## src/hdl/tle_pkg.sv

```systemverilog
// Shared types, constants and the erase sequence for the terminal line editor.
`default_nettype none
package tle_pkg;

  // Capacity ceiling of the line buffer, in bytes
  localparam int LINE_MAX = 256;
  localparam int CAP_MAX  = (LINE_MAX < 256) ? LINE_MAX : 256;
  localparam int CAP_MIN  = 2;

  localparam logic [7:0] BYTE_TAB = 8'd9;
  localparam logic [7:0] BYTE_LF  = 8'd10;
  localparam logic [7:0] BYTE_CR  = 8'd13;
  localparam logic [7:0] BYTE_ESC = 8'h1B;
  localparam logic [7:0] BYTE_DEL = 8'd127;
  localparam logic [7:0] BYTE_NUL = 8'd0;

  // One result beat, without the always-set echo flag
  typedef struct packed {
    logic [7:0] echo_byte;
    logic       store_valid;
    logic [7:0] store_index;
    logic [7:0] store_byte;
    logic       line_done;
    logic [7:0] line_length;
    logic       last;
  } tle_beat_t;

  // Decoder verdict for one received byte
  typedef struct packed {
    logic      emit;     // byte causes at least one beat
    logic      erase;    // beat opens the eight-beat erase sequence
    logic [7:0] pos_nxt;
    tle_beat_t beat;
  } tle_dec_t;

  // ESC [ 1 D ESC [ 1 P
  function automatic logic [7:0] erase_byte(input logic [2:0] k);
    logic [7:0] b;
    case (k)
      3'd0, 3'd4: b = BYTE_ESC;
      3'd1, 3'd5: b = 8'h5B;
      3'd2, 3'd6: b = 8'h31;
      3'd3:       b = 8'h44;
      default:    b = 8'h50;
    endcase
    return b;
  endfunction

endpackage
`default_nettype wire

```

## src/hdl/tle_decode.sv

```systemverilog
// Byte classifier: works out the first result beat and the next write position.
`default_nettype none
module tle_decode (
  input  wire logic [7:0]       rx_byte,
  input  wire logic [7:0]       wr_pos,
  input  wire logic [8:0]       buffer_size,
  output tle_pkg::tle_dec_t     dec
);
  import tle_pkg::*;

  logic [8:0] cap;
  logic [7:0] limit;
  logic [7:0] end_pos;

  always_comb begin
    cap = buffer_size;
    if (cap > 9'(CAP_MAX)) cap = 9'(CAP_MAX);
    if (cap < 9'(CAP_MIN)) cap = 9'(CAP_MIN);
    limit   = 8'(cap - 9'd1);
    end_pos = (wr_pos > limit) ? limit : wr_pos;

    dec       = '0;
    dec.pos_nxt = wr_pos;

    if (rx_byte == BYTE_CR || rx_byte == BYTE_LF) begin
      dec.emit             = 1'b1;
      dec.pos_nxt          = '0;
      dec.beat.echo_byte   = BYTE_LF;
      dec.beat.store_valid = 1'b1;
      dec.beat.store_index = end_pos;
      dec.beat.store_byte  = BYTE_NUL;
      dec.beat.line_done   = 1'b1;
      dec.beat.line_length = end_pos;
      dec.beat.last        = 1'b1;
    end else if (wr_pos >= limit || rx_byte == BYTE_TAB) begin
      // full buffer or tab: dropped
    end else if (rx_byte == BYTE_DEL) begin
      if (wr_pos != '0) begin
        dec.emit           = 1'b1;
        dec.erase          = 1'b1;
        dec.pos_nxt        = wr_pos - 8'd1;
        dec.beat.echo_byte = erase_byte(3'd0);
      end
    end else begin
      dec.emit             = 1'b1;
      dec.pos_nxt          = wr_pos + 8'd1;
      dec.beat.echo_byte   = rx_byte;
      dec.beat.store_valid = 1'b1;
      dec.beat.store_index = wr_pos;
      dec.beat.store_byte  = rx_byte;
      dec.beat.last        = 1'b1;
    end
  end

endmodule
`default_nettype wire

```

## src/hdl/tle_out.sv

```systemverilog
// Result register with the erase-sequence counter.
`default_nettype none
module tle_out (
  input  wire logic              clk,
  input  wire logic              rst_n,
  input  wire logic              load,
  input  wire tle_pkg::tle_beat_t load_beat,
  output logic                   load_ok,
  output logic                   out_valid,
  input  wire logic              out_ready,
  output tle_pkg::tle_beat_t     out_beat
);
  import tle_pkg::*;

  logic       valid_r, valid_nxt;
  tle_beat_t  beat_r, beat_nxt;
  logic [2:0] cnt_r, cnt_nxt;
  logic       fire;

  assign fire    = valid_r && out_ready;
  // free once empty or once the final beat of the current byte leaves
  assign load_ok = !valid_r || (fire && beat_r.last);

  always_comb begin
    valid_nxt = valid_r;
    beat_nxt  = beat_r;
    cnt_nxt   = cnt_r;
    if (load && load_ok) begin
      valid_nxt = 1'b1;
      beat_nxt  = load_beat;
      cnt_nxt   = '0;
    end else if (fire && !beat_r.last) begin
      cnt_nxt            = cnt_r + 3'd1;
      beat_nxt.echo_byte = erase_byte(cnt_nxt);
      beat_nxt.last      = (cnt_nxt == '1);
    end else if (fire) begin
      valid_nxt = 1'b0;
    end
  end

  always_ff @(posedge clk) begin
    if (!rst_n) begin
      valid_r <= 1'b0;
      cnt_r   <= '0;
    end else begin
      valid_r <= valid_nxt;
      cnt_r   <= cnt_nxt;
    end
    beat_r <= beat_nxt;
  end

  assign out_valid = valid_r;
  assign out_beat  = beat_r;

endmodule
`default_nettype wire

```

## src/hdl/terminal_line_editor.sv

```systemverilog
// Top level of the terminal line editor: input register, position and capacity state.
//
// Usage:
//   in_*  : one received terminal byte per beat (in_tdata[7:0]).
//   out_* : result beats for the terminal echo and the line buffer writes.
//           out_tlast marks the final beat caused by one received byte.
//   cfg_* : cfg_we writes the 9-bit buffer_size (capacity incl. terminator).
// Path: an accepted byte passes the input register and then the result
//   register before its first result beat shows.
// Throughput: one byte per cycle for printable bytes, CR/LF and dropped
//   bytes while out_tready stays high; DEL holds the result register for
//   its eight erase beats, paced by the single result register and its
//   sequence counter, so no new byte loads until the last of them leaves.
// Reset (rst_n low, synchronous): write position 0, buffer_size 256,
//   both registers emptied.
// Stall: while out_tready is low the result beat holds; the input register
//   still takes one more byte and then in_tready drops until the result
//   register frees up.
`default_nettype none
module terminal_line_editor (
  input  wire logic        clk,
  input  wire logic        rst_n,
  input  wire logic        in_tvalid,
  output logic             in_tready,
  input  wire logic [7:0]  in_tdata,   // [7:0] rx_byte
  output logic             out_tvalid,
  input  wire logic        out_tready,
  output logic [31:0]      out_tdata,  // [7:0] echo_byte, [15:8] store_index,
                                       // [23:16] store_byte, [31:24] line_length
  output logic [2:0]       out_tuser,  // [0] echo_valid, [1] store_valid, [2] line_done
  output logic             out_tlast,  // last beat for this received byte
  input  wire logic        cfg_we,
  input  wire logic [8:0]  cfg_wdata   // buffer_size
);
  import tle_pkg::*;

  localparam logic [8:0] BUF_SIZE_RST = 9'd256;

  logic       s1_valid_r, s1_valid_nxt;
  logic [7:0] s1_byte_r;
  logic [7:0] wr_pos_r, wr_pos_nxt;
  logic [8:0] buf_size_r;

  tle_dec_t   dec;
  tle_beat_t  beat;
  logic       load_ok;
  logic       consume;
  logic       in_fire;

  tle_decode u_decode (
    .rx_byte     (s1_byte_r),
    .wr_pos      (wr_pos_r),
    .buffer_size (buf_size_r),
    .dec         (dec)
  );

  // a byte with no result leaves the input register at once
  assign consume   = s1_valid_r && (!dec.emit || load_ok);
  assign in_tready = !s1_valid_r || consume;
  assign in_fire   = in_tvalid && in_tready;

  tle_out u_out (
    .clk       (clk),
    .rst_n     (rst_n),
    .load      (s1_valid_r && dec.emit),
    .load_beat (dec.beat),
    .load_ok   (load_ok),
    .out_valid (out_tvalid),
    .out_ready (out_tready),
    .out_beat  (beat)
  );

  always_comb begin
    s1_valid_nxt = s1_valid_r;
    if (in_fire)      s1_valid_nxt = 1'b1;
    else if (consume) s1_valid_nxt = 1'b0;
    wr_pos_nxt = consume ? dec.pos_nxt : wr_pos_r;
  end

  always_ff @(posedge clk) begin
    if (!rst_n) begin
      s1_valid_r <= 1'b0;
      wr_pos_r   <= '0;
      buf_size_r <= BUF_SIZE_RST;
    end else begin
      s1_valid_r <= s1_valid_nxt;
      wr_pos_r   <= wr_pos_nxt;
      if (cfg_we) buf_size_r <= cfg_wdata;
    end
    if (in_fire) s1_byte_r <= in_tdata;
  end

  assign out_tdata = {beat.line_length, beat.store_byte, beat.store_index, beat.echo_byte};
  assign out_tuser = {beat.line_done, beat.store_valid, 1'b1};
  assign out_tlast = beat.last;

endmodule
`default_nettype wire
```

## config.mk

```make
export PLATFORM = sky130hd
export DESIGN_NAME = terminal_line_editor
export DESIGN_NICKNAME = d
export VERILOG_FILES = /design/src/hdl/tle_pkg.sv /design/src/hdl/tle_decode.sv /design/src/hdl/tle_out.sv /design/src/hdl/terminal_line_editor.sv
export SDC_FILE = /design/constraint.sdc
export NUM_CORES = 1
export LEC_CHECK = 0
export BUFFER_PORTS_ARGS = -buffer_cell sky130_fd_sc_hd__clkbuf_2
export CORE_MARGIN = 2
export CORE_UTILIZATION = 35
export CTS_CLUSTER_SIZE = 10
export DETAILED_ROUTE_END_ITERATION = 10
export HOLD_SLACK_MARGIN = 0.06
export PLACE_DENSITY = 0.59
export SLEW_MARGIN = 20
export SYNTH_ARGS = -nofsm -noshare
export SYNTH_HDL_FRONTEND = slang
export SYNTH_SLANG_ARGS = --single-unit
```

## constraint.sdc

```tcl
create_clock -name clk -period 6.4 [get_ports clk]
set_clock_uncertainty 0.05 [all_clocks]
set_input_delay 0.32 -clock clk [delete_from_list [all_inputs] [get_ports clk]]
set_output_delay 0.32 -clock clk [all_outputs]
set_load 0.005 [all_outputs]
```

==> results.tsv, run 1 <==
metric	value	unit
H-tree depth	3	
I/O Buffers	58	
slowest cell on the critical path	or4_1	
WL per Instance	15.4	um
Achievable Freq	206	MHz
Die Ht	103	um
mean area per synthesized cell	10.7	sq um
area of the core	9640	sq um
worst path cell trace	or4_1 > or3_1 > o211ai_1 > ha_1 > nand3b_1 > a32oi_1 > ha_1 > nand2_1 > o21ai_0 > a311oi_1 > a31oi_1 > nand3b_1 > clkbuf_2	
Worst Setup Start Kind	flop	
first-pass GRT wire length	12800	um
vias	2674	
CP endpoint kind	output pin	
commonest non-fill, non-tap cell in the layout	clkbuf_2	
Critical Path RT	6.03	ns
Root Driver	clkbuf_8	
TritonCTS Buffers	9	
met1 Use GR	21.9	%
pre-CTS setup slack	1.61	ns
max_cap viols	0	
die width	103	um
met2 Use GR	23.3	%
number of warnings issued by yosys	0	
Tightest Pin Transition	0.587	ns
io pins	60	
status	finished, final reports clean	
CTS max path bufs	2	
net count reported at finish	417	
clock-pin slew on the worst setup and hold paths	0.08	ns
GR peak layer	met2	
Pre-antenna DRT Iters	4	
sequential fraction of the synthesis area	50.5	%
Post-DP HPWL	5780	um
crit path max fanout	6	
mapped cell area	3430	sq um
Remaining DRCs	0	
vias per cell	5.18	
most frequent cells in the layout	58 x clkbuf_2, 43 x edfxtp_1, 32 x nor2_1	
Setup violations, final	0	
Critical Path AT	4.48	ns
VDD IR max	0.0895	mV
max incr delay on CP	0.59	ns
# resized after CTS	0	
cts hold-fix bufs	0	
fin crit share	75.8	%
# diodes	0	
met3 Resource Use GR	4.14	%
number of synthesized flops with an enable pin	43	
synth-to-layout area growth	18.6	%
flops & latches, synth	65	
leakage power total	1.59	nW
dominant synthesized flop cell	edfxtp_1	
setup TNS	0	ns
delay-heaviest family, CP	compound AO/OA/AOI/OAI gates	
Initial DRC Count	253	
worst min path class	in2reg	
die area	10600	sq um
PD cells	240	nW/um^2
CTS tree	built	
antenna violations before repair	0	
RSZ-0062 raised after global routing	no	
Slew Limit Fails	0	
post-synth net total	360	
fraction of registers with async set/reset	0	%
Max-slew headroom	60.8	%
Synth cell types	61	
gpl congestion	0.895	
CTS Sinks	65	
Post-Route WL	7930	um
GRT overflow	0	
number of global-route vias before repair	2516	
Setup Fix Bufs, Post-CTS	0	
crit path kind	reg2out	
largest net degree at the start of global routing	36	
row count	36	
cells after synthesis	321	
Min Clock Period, post-route	4.85	ns
CP bufs+invs	1	
final hold violations	0	
fin worst setup slack	1.55	ns
Initial Utilization	35.6	%
later-pin clock latency in the skew report	0.35	ns
share of layout cells above drive strength 1	23.5	%
gr usage total	15.9	%
final antenna-violating net count	0	
sequential cells by signal (all words and copies together) (netlist names):
register and cells:
buf_size_r 9, wr_pos_r 8, s1_valid_r 1, u_out.cnt_r 3, u_out.out_beat 35, u_out.out_valid 1, s1_byte_r 8
stage by stage:
stage	utilization [%]	power (W)	cell area, sq um	hold WS, ns	instances
floorplan	-	0.000550	3430	0.369	321
finish	42.2	0.000975	4070	0.0914	516
global route	42.2	0.00102	4070	0.0738	516
global placement	39.9	0.000586	3840	0.430	500
CTS	42.2	0.000985	4070	0.0752	516
detailed placement	39.9	0.000588	3840	0.428	500
synth_stat cells (3+ instances only):
master | n | area share [%]
nor3_1 | 6 | 0.87
nor2b_1 | 4 | 0.73
nand3_1 | 12 | 1.7
nor4_1 | 4 | 0.73
nand2b_1 | 5 | 0.91
dfxtp_1 | 22 | 13
o21ai_0 | 11 | 1.6
ha_1 | 17 | 6.2
and2_1 | 9 | 1.6
nand2_1 | 17 | 1.9
or3_1 | 4 | 0.73
a21oi_1 | 13 | 1.9
inv_1 | 12 | 1.3
nand3b_1 | 5 | 1.1
or4_1 | 3 | 0.66
a31oi_1 | 3 | 0.55
nor2_1 | 32 | 3.5
nand4_1 | 6 | 1.1
a22o_1 | 3 | 0.77
xnor2_1 | 5 | 1.3
o211ai_1 | 7 | 1.5
a211oi_1 | 5 | 1.1
mux2i_1 | 12 | 3.5
o2bb2ai_1 | 6 | 1.5
edfxtp_1 | 43 | 38
clkbuf_1 | 10 | 1.1
metal layers:
metal / vias up / wire length (um)
li1: 1321 / -
met1: 1249 / 3640
met2: 90 / 3610
met3: 14 / 521
met4: 0 / 160
met5: - / 0
cell type report:
cell class / instances / area, sq um
sequential: 65 / 1730
clock buffer: 9 / 124
fill: 957 / 5570
multi-input combinational: 228 / 1590
clock inverter: 7 / 103
inverter: 14 / 55.1
tap: 133 / 166
timing repair buffer: 60 / 305
path summary, 6_finish.rpt:
kind / slack (ns) / cells past startpoint / start / to
max reg2reg: 1.57 / 14 / buf_size_r[2] / u_out.out_beat[32]
min: 0.09 / 1 / in_tdata[5] / s1_byte_r[5]
min reg2reg: 0.44 / 2 / s1_valid_r / u_out.out_valid
max: 1.55 / 13 / buf_size_r[2] / in_tready
where the power goes:
group / total (W) / internal, W / switching, W
Combinational: 0.0000933 / 0.0000388 / 0.0000545
Clock: 0.000397 / 0.000223 / 0.000174
Sequential: 0.000485 / 0.000469 / 0.0000157
logic make-up (layout without fill, tap and decap cells):
kind of cell | count (synthesis) | after routing | share of synthesized area [%]
XOR/XNOR | 6 | 6 | 1.53
other | 1 | 1 | 0.109
flip-flops | 65 | 65 | 50.5
AO/OA/AOI/OAI | 70 | 70 | 14.8
adder cells (fa/ha/maj) | 17 | 17 | 6.20
buffers and inverters | 28 | 90 | 3.32
multiplexers | 15 | 15 | 4.59
AND/OR/NAND/NOR | 119 | 119 | 19.0
Note: power is estimated with default switching activity, not from simulation.
==> run 2: changes to the inputs <==
--- a/config.mk
+++ b/config.mk
@@ -11,7 +11,7 @@
 export CTS_CLUSTER_SIZE = 10
 export DETAILED_ROUTE_END_ITERATION = 10
 export HOLD_SLACK_MARGIN = 0.06
-export PLACE_DENSITY = 0.59
+export PLACE_DENSITY = 0.61
 export SLEW_MARGIN = 20
 export SYNTH_ARGS = -nofsm -noshare
 export SYNTH_HDL_FRONTEND = slang
==> constraint.sdc (replaced) <==
create_clock -name clk -period 4.3 [get_ports clk]
set_clock_uncertainty 0.05 [all_clocks]
set_input_delay 0.215 -clock clk [delete_from_list [all_inputs] [get_ports clk]]
set_output_delay 0.215 -clock clk [all_outputs]
set_load 0.005 [all_outputs]
==> run 2 against run 1 <==
  * Via count up 4.4%
  * Non-clock buffer count up 26
  * First-iteration DRC count down 31%
  * Largest power group unchanged
  * Power up 55%
  * Final cell count up 5.0%
  * Sequential power up 49%
  * Die area unchanged
  * Combinational power up 77%
  * Global-route usage up 0.59 points
  * Critical path depth unchanged
  * Sequential share of layout area down 2.9 points
  * Clock-buffer cell count up 1
==> results.tsv, run 2 (synthesis gave the netlist of run 1 again) <==
metric	value	unit
placed instance area	3890	sq um
Achievable Freq	242	MHz
number of global-route vias before repair	2551	
I/O Buffers	58	
Max-slew headroom	37.5	%
gr usage total	16.5	%
net count reported at finish	443	
worst min path class	in2reg	
gpl congestion	0.926	
fin area	4380	sq um
Critical Path RT	4.03	ns
hold_sp	rst_n	
fin crit share	96.0	%
crit path kind	reg2out	
WL per Instance	15.2	um
RR Startpoint	buf_size_r[2]	
fin worst setup slack	0.173	ns
critical path launch point	buf_size_r[2]	
io pins	60	
CP endpoint kind	output pin	
PD cells	344	nW/um^2
area of the core	9640	sq um
Post-Route WL	8210	um
# diodes	0	
final hold violations	0	
FF-to-FF path depth	14	
max FFs per register	35	
Die Ht	103	um
R2R Path End	u_out.out_beat[32]	
clock-pin slew on the worst setup and hold paths	0.06	ns
Setup violations, final	0	
crit path max fanout	6	
Tightest Pin Transition	0.936	ns
row count	36	
R2R Setup Slk	0.22	ns
Pre-antenna DRT Iters	4	
die width	103	um
die area	10600	sq um
status	finished, final reports clean	
first-pass GRT wire length	13100	um
CTS Sinks	65	
hold path depth	2	
synth-to-layout area growth	27.6	%
Final Power	0.00151	W
Initial DRC Count	175	
CTS max path bufs	2	
commonest non-fill, non-tap cell in the layout	clkbuf_2	
vias per cell	5.15	
vias	2792	
Slew Limit Fails	0	
max_cap viols	0	
Root Driver	clkbuf_8	
antenna violations before repair	0	
final antenna-violating net count	0	
later-pin clock latency in the skew report	0.36	ns
TritonCTS Buffers	9	
most frequent cells in the layout	57 x clkbuf_2, 43 x edfxtp_1, 31 x nor2_1	
leakage power total	1.71	nW
largest net degree at the start of global routing	29	
worst hold slack	0.190	ns
Initial Utilization	35.6	%
share of layout cells above drive strength 1	26.4	%
Post-DP HPWL	5970	um
Worst Hold Endpoint	buf_size_r[8]	
Remaining DRCs	0	
fillers	968	
Worst Setup Start Kind	flop	
H-tree depth	3	
GRT overflow	0	
Critical Path AT	3.86	ns
Min Clock Period, post-route	4.13	ns
CTS tree	built	
pre-CTS setup slack	-0.0513	ns
VDD IR max	0.120	mV
-- run 2: area by class of cell --
type | count | area, sq um | share of cell area, %
sequential | 65 | 1730 | 39.6
multi-input combinational | 228 | 1630 | 37.3
timing repair buffer | 86 | 558 | 12.7
tap | 133 | 166 | 3.80
clock buffer | 10 | 128 | 2.91
clock inverter | 6 | 106 | 2.43
inverter | 14 | 55.1 | 1.26
-- run 2: worst max-delay path by stage --
stage | slack, ns | endpoint | depth (start not counted)
6_report | 0.17 | in_tready | 13
5_1_grt | -0.03 | in_tready | 13
4_1_cts | 0.03 | in_tready | 13
3_5_place_dp | -0.05 | u_out.out_beat[27] | 16
3_3_place_gp | 0.11 | u_out.out_beat[32] | 15
2_1_floorplan | 0.07 | u_out.out_beat[32] | 14
-- run 2: routing by layer --
layer / wire length [um] / GRT usage [%] / share of wire (%) / vias to the layer above
met5: 0 / 0 / 0 / -
met4: 197 / 7.79 / 2.4 / 0
met3: 452 / 3.59 / 5.5 / 14
met2: 3660 / 23.8 / 44 / 91
met1: 3910 / 23.3 / 48 / 1317
li1: - / - / - / 1370
-- run 2: worst max-delay path, stage by stage, from the launching register on --
cell and delay (ns):
dfxtp_2 0.34, or4_4 0.56, or3_4 0.34, o211ai_1 0.23, ha_2 0.27, nand3b_1 0.10
a32oi_2 0.22, ha_1 0.28, nand4_1 0.16, nor2_2 0.08, a311oi_2 0.34, a31oi_2 0.16
nand3b_1 0.23, buf_2 0.18
-- run 2: repair_timing --
action	4_1_cts	5_1_grt
pin swaps	1	7
resized for setup	2	13
buffers inserted	0	3
hold buffers	18	0
hold endpoints to repair	18	0
endpoints found under the setup margin	34	54
-- run 2: where the power goes --
| group | leakage, nW | internal (W) | switching [W] |
|---|---|---|---|
| Clock | 0.114 | 0.000382 | 0.000236 |
| Combinational | 1.01 | 0.0000788 | 0.0000866 |
| Sequential | 0.586 | 0.000699 | 0.0000245 |
| Total | 1.71 | 0.00116 | 0.000347 |
-- run 2: stage by stage --
stage | util (%) | cells | setup TNS, ns
3_5_place_dp | 40.4 | 505 | -0.446
5_1_grt | 45.4 | 542 | -0.0275
6_report | 45.4 | 542 | 0
2_1_floorplan | - | 321 | 0
4_1_cts | 44.8 | 539 | 0
3_3_place_gp | 40.4 | 505 | 0
